**config.mk**
```make
export PLATFORM = sky130hd
export DESIGN_NAME = pcu_serial_mul
export DESIGN_NICKNAME = d
export VERILOG_FILES = /design/src/rtl/core/pcu_pkg.sv /design/src/rtl/core/pcu_serial_mul.sv
export SDC_FILE = /design/constraint.sdc
export NUM_CORES = 1
export LEC_CHECK = 0
export BUFFER_PORTS_ARGS = -buffer_cell sky130_fd_sc_hd__buf_2
export CAP_MARGIN = 20
export CORE_MARGIN = 2
export CORE_UTILIZATION = 35
export CTS_CLUSTER_DIAMETER = 50
export DETAILED_ROUTE_END_ITERATION = 10
export GPL_TIMING_DRIVEN = 1
export MAX_ROUTING_LAYER = met4
export PLACE_DENSITY = 0.51
export SKIP_LAST_GASP = 1
export SLEW_MARGIN = 20
export SYNTH_ARGS = -nofsm -noshare
export SYNTH_HDL_FRONTEND = slang
export SYNTH_SLANG_ARGS = --single-unit
```
**constraint.sdc**
```tcl
create_clock -name clk -period 26.1 [get_ports clk]
set_input_delay 2.61 -clock clk [delete_from_list [all_inputs] [get_ports clk]]
set_output_delay 2.61 -clock clk [all_outputs]
set_load 0.02 [all_outputs]
```
**src/rtl/core/pcu_pkg.sv**
```systemverilog
// ---------------------------------------------------------------------------
// pcu_pkg
// Shared widths for the Pearson correlation unit.
// ---------------------------------------------------------------------------
package pcu_pkg;
  localparam int SampleBits = 16;
  localparam int MaxCount   = 4096;
  localparam int CountW     = 13;
  localparam int SumW       = 29;
  localparam int SqW        = 43;
  localparam int CrossW     = 44;
  // Variance and numerator terms: n*S2 - S*S, bounded by 2^56.
  localparam int TermW      = 58;
  // Scaled numerator (num * 2^15) and its square.
  localparam int NumW       = 72;
  localparam int SqrW       = 144;
  // Product of the two variance terms.
  localparam int ProdW      = 116;
  localparam int QW         = 16;
endpackage

```
**src/rtl/core/pcu_serial_mul.sv**
```systemverilog
// ---------------------------------------------------------------------------
// pcu_serial_mul
// Unsigned shift-and-add multiplier, one multiplier bit per cycle.
// ---------------------------------------------------------------------------
module pcu_serial_mul (
  input  logic                      clk,
  input  logic                      rst,
  input  logic                      start,
  input  logic [pcu_pkg::SqrW-1:0]  op_a,
  input  logic [pcu_pkg::NumW-1:0]  op_b,
  input  logic [7:0]                nbits,
  output logic                      done,
  output logic [pcu_pkg::SqrW-1:0]  prod
);
  import pcu_pkg::*;

  logic [SqrW-1:0] mcand;
  logic [NumW-1:0] mplier;
  logic [7:0]      left;
  logic            run;

  always_ff @(posedge clk) begin
    if (rst) begin
      run  <= 1'b0;
      done <= 1'b0;
    end else if (start) begin
      run    <= 1'b1;
      done   <= 1'b0;
      mcand  <= op_a;
      mplier <= op_b;
      left   <= nbits;
      prod   <= '0;
    end else if (run) begin
      if (mplier[0]) prod <= prod + mcand;
      mcand  <= mcand << 1;
      mplier <= mplier >> 1;
      left   <= left - 8'd1;
      done   <= (left == 8'd1);
      if (left == 8'd1) run <= 1'b0;
    end else begin
      done <= 1'b0;
    end
  end
endmodule

```
==> impl_metrics.tcl <==
set metrics [dict create \
    setup.worst_path.start "start" \
    firstDrtPassIters 5 \
    use_met3_pct 3.54 \
    synth_cells 2390 \
    layout_setup_ws_ps 20370 \
    hold_viol_final 0 \
    synth.most_common_cell "edfxtp_1" \
    grt_busiest_layer "met2" \
    powerDensity_nw_per_um2 72.5 \
    tns_ps 0 \
    clk_pin_slew_ps 60 \
    ctsHtreeMaxLevel 2 \
    critPathArrivalTime_ps 6120 \
    die_w_um 268 \
    multi_input_area_um2 12700 \
    io_buffers 371 \
    status "completed" \
    row_count 96 \
    synth_common_cells "368 x edfxtp_1, 268 x nor2_1, 240 x a21oi_1" \
    avgViaCountPerCell 5.41 \
    cts_setup_buffers 0 \
    start_util_pct 35.5 \
    die_h_um 268 \
    synth.distinct_cells 80 \
    drc 0 \
    synth_area_leaders "edfxtp_1 45%, mux2_2 9.9%, ha_1 7.4%" \
    ys.flop_type "edfxtp_1" \
    cts_buffers 60 \
    use_met2_pct 35.0 \
    whs_path_depth 1 \
    clock_latency_ps 650 \
    cts_root_buffer "clkbuf_16" \
    grt_overflow 0 \
    fillerInstances 6817 \
    slew_violations 0 \
    via_count 20066 \
    yosysSeqAreaShare_pct 45.4 \
    die-area_um2 71900 \
    final_antenna_net_count 0 \
    setup_viol 0 \
    grt_usage_pct 21.7 \
    wl_per_cell_um 21.1 \
    synth_top_area_cell "edfxtp_1" \
    fmax_mhz 174 \
    drt_iter0_drc 1386 \
    dp.cells 3589 \
    async_reset_ff_share_pct 0 \
    met1_usage_pct 28.1 \
    synth_edf_count 368 \
    leakagePower_nw 11.2 \
    instances_no_fill 3706 \
    fin_skew_ps 28.1 \
    cts_tree "built" \
    slew_headroom_pct 20.3 \
    fin_nets 3093 \
    avgSynthCellArea_um2 10.2 \
    setup.worst_path.end_class "flip-flop" \
    hp-class "flip-flop to flip-flop" \
    ctsHoldBuffers 0 \
    dp_hpwl_um 60400 \
    tightest_slew_ps 1190 \
    yosysWarningCount 0 \
    worst-r2r-cell-count 13 \
    rsz0062_at_grt "false" \
    cts_sinks 370 \
    core_um2 68800 \
    synth_fp_nets 2763 \
    hold_start "mplier[31]" \
    synth_top_area_share_pct 45.3 \
    preCtsSetupSlack_ps 19610 \
    area_delta_synth_final_pct 19.7 \
    drv_cap 0 \
    ctsResizeCount 0 \
    routed_wl_um 78400 \
    synth_area_um2 24400 \
    critPathRequiredTime_ps 26490 \
    crit_fanout 93 \
    antenna_found_initial 4 \
    worstReg2RegStart "prod[31]" \
    peakVddDrop_uv 53.8 \
    io_pins 372 \
    grt_max_degree 149 \
    globalplace.congestion 0.945 \
    grt_pass1_wl_um 118000 \
    path_class "input pin to flip-flop" \
    period_share_pct 22.0 \
    final_layout_size_suffix_gt1_share_pct 26.2 \
    seq_area_um2 11100 \
    clock_path_buffers 3 \
    start_kind "input pin" \
    grt_pass1_vias 20055 \
    ys_ff_latch 370 \
    fin_crit_ps 5730 \
]
==> logic make-up after synthesis <==
group	after synthesis	share of synthesized area (%)
buf+inv	166	2.58
simple gates	704	13.1
flops	370	45.4
compound gates	655	16.6
fa+ha+maj	146	7.51
mux	223	10.3
xor+xnor	126	4.52
==> registers in the layout (all words and copies together) (netlist names) <==
register and count:
left 8, mplier 72, mcand 144, prod 144, done 1, run 1
==> cell usage in the layout, fill, tap and decap left out, types with 52 or more instances in the layout <==
cell type  instances
inv_1             53
nand4_1           72
nand2_1          205
buf_2            370
nor2_1           266
edfxtp_1         368
xnor2_1           73
a21oi_1          240
ha_1             145
xor2_1            53
a21o_1            53
mux2_2           214
clkbuf_16         60
o21ai_0          137
nor3_1            52
==> final timing paths <==
path	end	slack, ps
worst max-delay path	mcand[46]	20370
worst min-delay path	mplier[30]	550
worst max register to register	prod[140]	21160
worst min register to register	mplier[30]	550
==> cell type report <==
| cell class | count | share of cell area (%) |
|---|---|---|
| Clock buffer | 68 | 5.24 |
| Antenna cell | 4 | 0.0343 |
| Timing Repair Buffer | 381 | 6.70 |
| Inverter | 53 | 0.681 |
| Tap cell | 931 | 3.99 |
| Clock inverter | 45 | 1.88 |
| Multi-Input combinational cell | 1854 | 43.5 |
| Sequential cell | 370 | 38.0 |
==> metrics by stage <==
step | power [W] | util (%) | hold slack, ps | cell area (um^2)
after floorplan | 0.00114 | - | 503 | 24400
after global placement | 0.00129 | 39.4 | 529 | 27100
after detailed placement | 0.00130 | 39.4 | 537 | 27100
after CTS | 0.00214 | 42.4 | 549 | 29200
after global routing | 0.00222 | 42.4 | 562 | 29200
final | 0.00212 | 42.4 | 547 | 29200
==> report_power, final <==
group          switching (W)  total [W]  internal, W
Combinational       0.000338   0.000538     0.000200
Sequential         0.0000306   0.000752     0.000722
Clock               0.000337   0.000827     0.000490
Total               0.000706    0.00212      0.00141
==> worst max-delay path, cell delays in order <==
cell    delay, ps
buf_8         400
buf_4         800
buf_4         840
buf_4         870
mux2_2        410
==> metal layers <==
metal / wire, um / up-vias / share of wire, %
met2: 36900 / 580 / 47
met4: 2180 / 0 / 2.8
met1: 34600 / 9694 / 44
met5: 0 / - / 0
met3: 4720 / 123 / 6.0
li1: - / 9669 / -
Power figures use the tool's default switching activity.
